--- src/rtl/cfd_pkg.sv ---
// ----------------------------------------------------------------------------
// cfd_pkg: shared constants and types of the frame deframer
// Holds sizes, parse phases and the parser state record.
// ----------------------------------------------------------------------------
package cfd_pkg;

  localparam int MaxPayload  = 64;
  localparam int HeaderBytes = 8;
  localparam int RetainDepth = HeaderBytes + MaxPayload + 2;
  localparam int PayAw       = $clog2(MaxPayload);
  localparam int RetAw       = $clog2(RetainDepth);
  localparam int CntW        = $clog2(RetainDepth + 1);
  localparam int LenW        = $clog2(MaxPayload + 1);

  typedef enum logic [3:0] {
    PhHunt1, PhHunt2, PhLen, PhSeq1, PhSeq2, PhId,
    PhHsumLo, PhHsumHi, PhPayload, PhFsumLo, PhFsumHi
  } phase_e;

  typedef enum logic [1:0] {StMore, StBad, StDone} status_e;

  typedef struct packed {
    phase_e          phase;
    logic [15:0]     hsum;
    logic [15:0]     fsum;
    logic [LenW-1:0] len;
    logic [7:0]      id;
    logic [LenW-1:0] cnt;
  } pstate_t;

endpackage

--- src/rtl/cfd_parser.sv ---
// ----------------------------------------------------------------------------
// cfd_parser: one parse step of the frame state machine
// Combinational next state, status and payload store write for one byte.
// ----------------------------------------------------------------------------
module cfd_parser (
  input  cfd_pkg::pstate_t             st_i,
  input  logic [7:0]                   b_i,
  input  logic [7:0]                   start1_i,
  input  logic [7:0]                   start2_i,
  output cfd_pkg::pstate_t             st_o,
  output cfd_pkg::status_e             status_o,
  output logic                         pwe_o,
  output logic [cfd_pkg::PayAw-1:0]    pwa_o
);

  logic [15:0] b16;
  assign b16 = {8'd0, b_i};

  // step the parse phase for one byte
  always_comb begin
    st_o     = st_i;
    status_o = cfd_pkg::StMore;
    pwe_o    = 1'b0;
    pwa_o    = st_i.cnt[cfd_pkg::PayAw-1:0];
    unique case (st_i.phase)
      cfd_pkg::PhHunt1: begin
        if (b_i == start1_i) begin
          st_o.hsum  = b16;
          st_o.fsum  = b16;
          st_o.cnt   = '0;
          st_o.phase = cfd_pkg::PhHunt2;
        end
      end
      cfd_pkg::PhHunt2: begin
        if (b_i == start2_i) begin
          st_o.hsum  = st_i.hsum + b16;
          st_o.fsum  = st_i.fsum + b16;
          st_o.phase = cfd_pkg::PhLen;
        end else begin
          st_o.phase = cfd_pkg::PhHunt1;
        end
      end
      cfd_pkg::PhLen: begin
        if (b_i == 8'd0 || b_i > 8'(cfd_pkg::MaxPayload)) begin
          st_o.phase = cfd_pkg::PhHunt1;
          status_o   = cfd_pkg::StBad;
        end else begin
          st_o.len   = b_i[cfd_pkg::LenW-1:0];
          st_o.hsum  = st_i.hsum + b16;
          st_o.fsum  = st_i.fsum + b16;
          st_o.phase = cfd_pkg::PhSeq1;
        end
      end
      cfd_pkg::PhSeq1, cfd_pkg::PhSeq2, cfd_pkg::PhId: begin
        st_o.hsum = st_i.hsum + b16;
        st_o.fsum = st_i.fsum + b16;
        if (st_i.phase == cfd_pkg::PhId) st_o.id = b_i;
        st_o.phase = (st_i.phase == cfd_pkg::PhSeq1) ? cfd_pkg::PhSeq2 :
                     (st_i.phase == cfd_pkg::PhSeq2) ? cfd_pkg::PhId :
                                                       cfd_pkg::PhHsumLo;
      end
      cfd_pkg::PhHsumLo: begin
        if (b_i != st_i.hsum[7:0]) begin
          st_o.phase = cfd_pkg::PhHunt1;
          status_o   = cfd_pkg::StBad;
        end else begin
          st_o.fsum  = st_i.fsum + b16;
          st_o.phase = cfd_pkg::PhHsumHi;
        end
      end
      cfd_pkg::PhHsumHi: begin
        if (b_i != st_i.hsum[15:8]) begin
          st_o.phase = cfd_pkg::PhHunt1;
          status_o   = cfd_pkg::StBad;
        end else begin
          st_o.fsum  = st_i.fsum + b16;
          st_o.cnt   = '0;
          st_o.phase = cfd_pkg::PhPayload;
        end
      end
      cfd_pkg::PhPayload: begin
        st_o.fsum = st_i.fsum + b16;
        pwe_o     = (st_i.cnt < cfd_pkg::LenW'(cfd_pkg::MaxPayload));
        st_o.cnt  = st_i.cnt + 1'b1;
        if (st_i.cnt + 1'b1 >= st_i.len) st_o.phase = cfd_pkg::PhFsumLo;
      end
      cfd_pkg::PhFsumLo: begin
        st_o.phase = cfd_pkg::PhHunt1;
        if (b_i != st_i.fsum[7:0]) status_o = cfd_pkg::StBad;
        else st_o.phase = cfd_pkg::PhFsumHi;
      end
      cfd_pkg::PhFsumHi: begin
        st_o.phase = cfd_pkg::PhHunt1;
        status_o   = (b_i != st_i.fsum[15:8]) ? cfd_pkg::StBad : cfd_pkg::StDone;
      end
      default: st_o.phase = cfd_pkg::PhHunt1;
    endcase
  end

endmodule

--- src/rtl/checksummed_frame_deframer_core.sv ---
// ----------------------------------------------------------------------------
// checksummed_frame_deframer_core: start-byte, length and sum frame parser
// Hunts frames, checks header and frame sums, emits payload bytes.
// ----------------------------------------------------------------------------
// Bytes are taken only while the core is idle. A frame that passes its sums
// is sent out as length payload bytes read from the payload memory, each by
// a memory read, an output load and a hand-over that waits while the output
// stalls; no byte is taken until the last one is handed over. A failed sum
// or bad length starts a rescan that reads the retained-byte memory one entry
// at a time, a read and then a parse for each, and no byte is taken until it
// ends and any frame found in it is sent out. Payload and retained bytes
// live in two one-port-read synchronous memories; no clearing pass is needed
// after reset.
module checksummed_frame_deframer_core (
  input  logic       clk_i,
  input  logic       rst_ni,
  input  logic       psel,
  input  logic       penable,
  input  logic       pwrite,
  input  logic [2:0] paddr,
  input  logic [31:0] pwdata,
  output logic [31:0] prdata,
  output logic       pready,
  input  logic       rx_valid_i,
  output logic       rx_stall_o,
  input  logic [7:0] rx_byte_i,
  output logic       out_valid_o,
  input  logic       out_stall_i,
  output logic [7:0] payload_byte_o,
  output logic [5:0] byte_position_o,
  output logic [6:0] payload_length_o,
  output logic [7:0] message_id_o,
  output logic       last_byte_o
);

  localparam logic [2:0] AddrStart1 = 3'd0;
  localparam logic [2:0] AddrStart2 = 3'd4;

  typedef enum logic [2:0] {SIdle, SScanRd, SScanPar, SEmitRd, SEmitOut} mode_e;

  logic [7:0] start1_q, start2_q;
  mode_e mode_q;
  cfd_pkg::pstate_t ps_q, ps_d, par_in;
  cfd_pkg::status_e status;
  logic [7:0] par_b;
  logic pwe;
  logic [cfd_pkg::PayAw-1:0] pwa;
  logic [cfd_pkg::CntW-1:0] rcnt_q, scan_q, ecnt_q;
  logic [7:0] pay_mem [cfd_pkg::MaxPayload];
  logic [7:0] ret_mem [cfd_pkg::RetainDepth];
  logic [7:0] pay_rd_q, ret_rd_q;
  logic [cfd_pkg::LenW-1:0] elen;
  logic accept, outacc;

  // configuration port
  assign pready = 1'b1;
  always_comb begin
    prdata = 32'd0;
    if (paddr == AddrStart1) prdata = {24'd0, start1_q};
    else if (paddr == AddrStart2) prdata = {24'd0, start2_q};
  end
  always_ff @(posedge clk_i or negedge rst_ni) begin
    if (!rst_ni) begin
      start1_q <= 8'hAA;
      start2_q <= 8'h55;
    end else if (psel && penable && pwrite) begin
      if (paddr == AddrStart1) start1_q <= pwdata[7:0];
      if (paddr == AddrStart2) start2_q <= pwdata[7:0];
    end
  end

  assign rx_stall_o = (mode_q != SIdle);
  assign accept     = rx_valid_i && !rx_stall_o;
  assign outacc     = out_valid_o && !out_stall_i;
  assign par_b  = (mode_q == SScanPar) ? ret_rd_q : rx_byte_i;
  assign par_in = ps_q;

  cfd_parser u_parser (
    .st_i(par_in), .b_i(par_b), .start1_i(start1_q), .start2_i(start2_q),
    .st_o(ps_d), .status_o(status), .pwe_o(pwe), .pwa_o(pwa)
  );

  assign elen = (ps_q.len > cfd_pkg::LenW'(cfd_pkg::MaxPayload)) ?
                cfd_pkg::LenW'(cfd_pkg::MaxPayload) : ps_q.len;

  // memories
  always_ff @(posedge clk_i) begin
    if (pwe && (accept || mode_q == SScanPar)) pay_mem[pwa] <= par_b;
    if (accept && rcnt_q < cfd_pkg::CntW'(cfd_pkg::RetainDepth) &&
        (ps_q.phase != cfd_pkg::PhHunt1 || ps_d.phase == cfd_pkg::PhHunt2))
      ret_mem[(ps_q.phase == cfd_pkg::PhHunt1) ? '0 : rcnt_q[cfd_pkg::RetAw-1:0]]
        <= rx_byte_i;
    ret_rd_q <= ret_mem[scan_q[cfd_pkg::RetAw-1:0]];
    pay_rd_q <= pay_mem[ecnt_q[cfd_pkg::PayAw-1:0]];
  end

  // sequencer: accept, rescan, emit
  always_ff @(posedge clk_i or negedge rst_ni) begin
    if (!rst_ni) begin
      mode_q           <= SIdle;
      ps_q             <= '0;
      rcnt_q           <= '0;
      scan_q           <= '0;
      ecnt_q           <= '0;
      out_valid_o      <= 1'b0;
      payload_byte_o   <= '0;
      byte_position_o  <= '0;
      payload_length_o <= '0;
      message_id_o     <= '0;
      last_byte_o      <= 1'b0;
    end else begin
      unique case (mode_q)
        SIdle: begin
          if (accept) begin
            ps_q <= ps_d;
            if (ps_q.phase == cfd_pkg::PhHunt1) begin
              rcnt_q <= (ps_d.phase == cfd_pkg::PhHunt2) ? cfd_pkg::CntW'(1) : '0;
            end else if (rcnt_q < cfd_pkg::CntW'(cfd_pkg::RetainDepth)) begin
              rcnt_q <= rcnt_q + 1'b1;
            end
            if (status == cfd_pkg::StDone) begin
              ecnt_q <= '0;
              mode_q <= SEmitRd;
            end else if (status == cfd_pkg::StBad) begin
              scan_q <= cfd_pkg::CntW'(1);
              mode_q <= SScanRd;
            end
          end
        end
        SScanRd: begin
          // end of retained bytes: hunt again
          if (scan_q >= rcnt_q) begin
            ps_q.phase <= cfd_pkg::PhHunt1;
            rcnt_q     <= '0;
            mode_q     <= SIdle;
          end else begin
            mode_q <= SScanPar;
          end
        end
        SScanPar: begin
          ps_q   <= ps_d;
          scan_q <= scan_q + 1'b1;
          if (status == cfd_pkg::StDone) begin
            ecnt_q <= '0;
            mode_q <= SEmitRd;
          end else begin
            mode_q <= SScanRd;
          end
        end
        SEmitRd: begin
          mode_q <= SEmitOut;
        end
        SEmitOut: begin
          if (!out_valid_o) begin
            out_valid_o      <= 1'b1;
            payload_byte_o   <= pay_rd_q;
            byte_position_o  <= ecnt_q[5:0];
            payload_length_o <= ps_q.len;
            message_id_o     <= ps_q.id;
            last_byte_o      <= (ecnt_q + 1'b1 == cfd_pkg::CntW'(elen));
          end else if (outacc) begin
            out_valid_o <= 1'b0;
            if (last_byte_o) begin
              ps_q.phase <= cfd_pkg::PhHunt1;
              rcnt_q     <= '0;
              mode_q     <= SIdle;
            end else begin
              ecnt_q <= ecnt_q + 1'b1;
              mode_q <= SEmitRd;
            end
          end
        end
        default: mode_q <= SIdle;
      endcase
    end
  end

endmodule
--- config.mk ---
export PLATFORM = sky130hd
export DESIGN_NAME = checksummed_frame_deframer_core
export DESIGN_NICKNAME = d
export VERILOG_FILES = /design/src/rtl/cfd_pkg.sv /design/src/rtl/cfd_parser.sv /design/src/rtl/checksummed_frame_deframer_core.sv
export SDC_FILE = /design/constraint.sdc
export NUM_CORES = 1
export LEC_CHECK = 0
export BUFFER_PORTS_ARGS = -buffer_cell sky130_fd_sc_hd__buf_4
export CAP_MARGIN = 20
export CORE_UTILIZATION = 50
export CTS_CLUSTER_DIAMETER = 30
export DETAILED_ROUTE_END_ITERATION = 12
export GPL_TIMING_DRIVEN = 0
export HOLD_SLACK_MARGIN = 0.02
export PLACE_DENSITY = 0.69
export SETUP_SLACK_MARGIN = 0.4
export SYNTH_ARGS = -nofsm -noshare
export SYNTH_HDL_FRONTEND = slang
export SYNTH_SLANG_ARGS = --single-unit
--- constraint.sdc ---
create_clock -name clk_i -period 4.2 [get_ports clk_i]
set_input_delay 0.42 -clock clk_i [delete_from_list [all_inputs] [get_ports clk_i]]
set_output_delay 0.42 -clock clk_i [all_outputs]
set_load 0.01 [all_outputs]
==> impl_metrics.ini <==
[layout]
nFillCells = 6934
num_antenna_cells = 0
drive_above_1_share_pct = 34.1
final_nets = 3185
syn_to_final_growth_pct = 22.0
final_cell_area_sq_um = 62500

[detailed_routing]
drtPass1Iterations = 8
num_vias = 28024
ant_nets = 0
wl_per_cell_um = 27.4
drc = 0
wirelength_um = 127000
vias_per_cell = 6.03
drtIter0Drc = 2900

[worst_setup_path]
crit_path_start_kind = flop
reg2reg_slack_ns = 0.25
critical_path_class = flop to flop
arrival_ns = 4.59
critPathMaxFanout = 6
cp-end-kind = flop
cp.required_ns = 4.84

[placed_design]
hpwl_um = 78100
dpl_worst_slack_ns = -1.16
place_area_sq_um = 53800
gp_congestion = 0.900
portBuffers = 64

[floorplan]
dieHeight_um = 322
start_util_pct = 50.4
coreArea_sq_um = 102000
die_w_um = 322
die_area_sq_um = 104000
ioPinCount = 115
num_rows = 117

[clocking]
clkTransAtPathRegs_ns = 0.06
cts_buffer_depth = 3
tritoncts = built
clk_latency_ns = 0.80
htreeDepth = 4
cts_inserted_buffers = 203
cts-root-buf = clkbuf_16
clock_sinks = 1249

[yosys]
synth_top_family_by_area = multiplexers
ys_top_cells_by_area = edfxtp_1, mux4_2, dfrtp_1
ys_types = 80
synth_mux_area_share_pct = 17.4
synth_cells = 2717
syn_area_sq_um = 51300
synth_edf_count = 1104
synth_area_per_cell_sq_um = 18.9
yosysTopAreaCell = edfxtp_1
synth-xor-area-share_pct = 0.786
synth.most_common_cell = edfxtp_1
yosys.area_share.simple_pct = 4.22
synth_common_cells = edfxtp_1, mux4_2, nor2_1, dfrtp_1, clkbuf_1
ys_ff_latch = 1249
synth-compound-area-share_pct = 3.18
postSynth.asyncResetShare_pct = 10.3
yosys.area_share.adder_pct = 0.957
seq_area_frac_synth_pct = 71.6
yosysTopAreaCellShare_pct = 64.7
synthFlopType = edfxtp_1
yosys_warnings = 0

[timing]
period_share_pct = 94.1
setup_tns_ns = 0
skew_ns = 0.0305
setup_ws_ns = 0.249
setup_viol = 0
hold_violations = 0
worstMarginPinSlew_ns = 1.09
max_freq_mhz = 253
holdWs_ns = 0.193
slew_headroom_pct = 27.3
rsz0062_at_grt = true
finalMaxSlewViolations = 0
post-route-min-period_ns = 3.95

[global_routing]
grt_pass1_vias = 28575
grt_use_total_pct = 24.8
grt-ovfl-total = 0
grt_pass1_wl_um = 187000
grt_max_degree = 80
antenna_found_initial = 2

[pwr]
totalPowerFinal_uw = 35500
vdd_drop_max_mv = 0.504
cellPowerDensity_nw_per_um2 = 567
power.leakage_uw = 0.0208

[run_status]
run_status = finished, final reports clean

[job]
cap_violations = 0

[worst_hold_path]
hold_path.class = input port to async pin
[worst max-delay path, stage by stage (launching register included)]
cell and delay, ns:
dfrtp_2 0.43, nor3b_4 0.25, buf_12 0.19, buf_12 0.14, mux2i_4 0.24, buf_6 0.16, clkinvlp_4 0.14, ha_4 0.26
nor4_2 0.25, nand2_1 0.13, a22oi_1 0.18, or2_4 0.15, o311a_1 0.16, ha_2 0.21, a21oi_2 0.06, or3_4 0.44
buf_8 0.16, o21ai_4 0.16, o31ai_4 0.09
[layer usage]
| metal | wire length (um) | up-vias | GRT usage [%] |
|---|---|---|---|
| met5 | 34 | - | 0 |
| met4 | 3830 | 4 | 8.90 |
| met3 | 8360 | 247 | 4.73 |
| met2 | 65400 | 1273 | 41.8 |
| met1 | 49600 | 14695 | 32.3 |
| li1 | - | 11805 | - |
[state kept, by name, indices dropped and copies added, names as in the netlist, 7 cells and up]
register / count
ecnt_q: 7
scan_q: 7
payload_length_o: 7
rcnt_q: 7
pay_rd_q: 8
message_id_o: 8
payload_byte_o: 8
start1_q: 8
ret_mem: 592
start2_q: 8
pay_mem: 512
ret_rd_q: 8
par_in: 58
[placed cells by master, fill, tap and decap left out, drive strengths merged, types with 20 or more instances in the layout]
| cell type | count |
|---|---|
| edfxtp | 1104 |
| mux4 | 352 |
| clkbuf | 324 |
| nor2 | 225 |
| buf | 200 |
| dfrtp | 121 |
| nand2 | 84 |
| o21ai | 78 |
| inv | 77 |
| clkinv | 71 |
| mux2 | 62 |
| a21oi | 51 |
| ha | 36 |
| xnor2 | 34 |
| bufinv | 31 |
| clkinvlp | 31 |
| nand3 | 30 |
| mux2i | 29 |
| conb | 25 |
| nor3 | 20 |
| nor2b | 20 |
[timing repair]
item	4_1_cts	5_1_grt
gates cloned	6	1
buffers inserted	48	7
hold buffers	11	0
setup endpoints to repair	762	835
resized for setup	122	101
pin swaps	13	12
endpoints found under the hold margin	72	0
[stage by stage]
stage,cells,util [%]
floorplan,2740,-
global placement,4172,52.7
global route,4645,61.5
CTS,4634,61.1
detailed placement,4184,52.9
finish,4645,61.5
[path summary, 6_finish.rpt]
kind	end	startpoint	cells after the start
worst max-delay path	ecnt_q[3]	mode_q[2]	18
worst min-delay path	byte_position_o[5]	rst_ni	2
worst max register to register	ecnt_q[3]	mode_q[2]	18
worst min register to register	payload_byte_o[0]	pay_rd_q[0]	1
max in group asynchronous	par_in[47]	rst_ni	3
min in group clk_i	ret_mem[66][5]	rx_byte_i[5]	1
[power breakdown]
group	switching, uW	internal, uW	total, uW	leakage [uW]
Clock	6030	11100	17100	0.00342
Sequential	324	13800	14100	0.0117
Combinational	2310	1930	4240	0.00567
[cell type report]
| cell class | count | area (sq um) | share of cell area (%) |
|---|---|---|---|
| plain buffers | 161 | 823 | 1.32 |
| clock buffers | 233 | 5320 | 8.50 |
| clock inverters | 152 | 1830 | 2.93 |
| inverters | 57 | 260 | 0.416 |
| multi-input cells | 1273 | 14300 | 22.9 |
| flip-flops and latches | 1249 | 36700 | 58.7 |
| well taps | 1368 | 1710 | 2.74 |
| repair buffers | 151 | 1560 | 2.49 |
| repair inverters | 1 | 5.00 | 0.00800 |
[cell families after synthesis]
group,Yosys count
flip-flops,1249
XOR/XNOR,46
AO/OA/AOI/OAI,252
other,2
buffers and inverters,218
AND/OR/NAND/NOR,469
multiplexers,443
adder cells (fa/ha/maj),38
No activity file was read; power rests on OpenSTA's default activity.
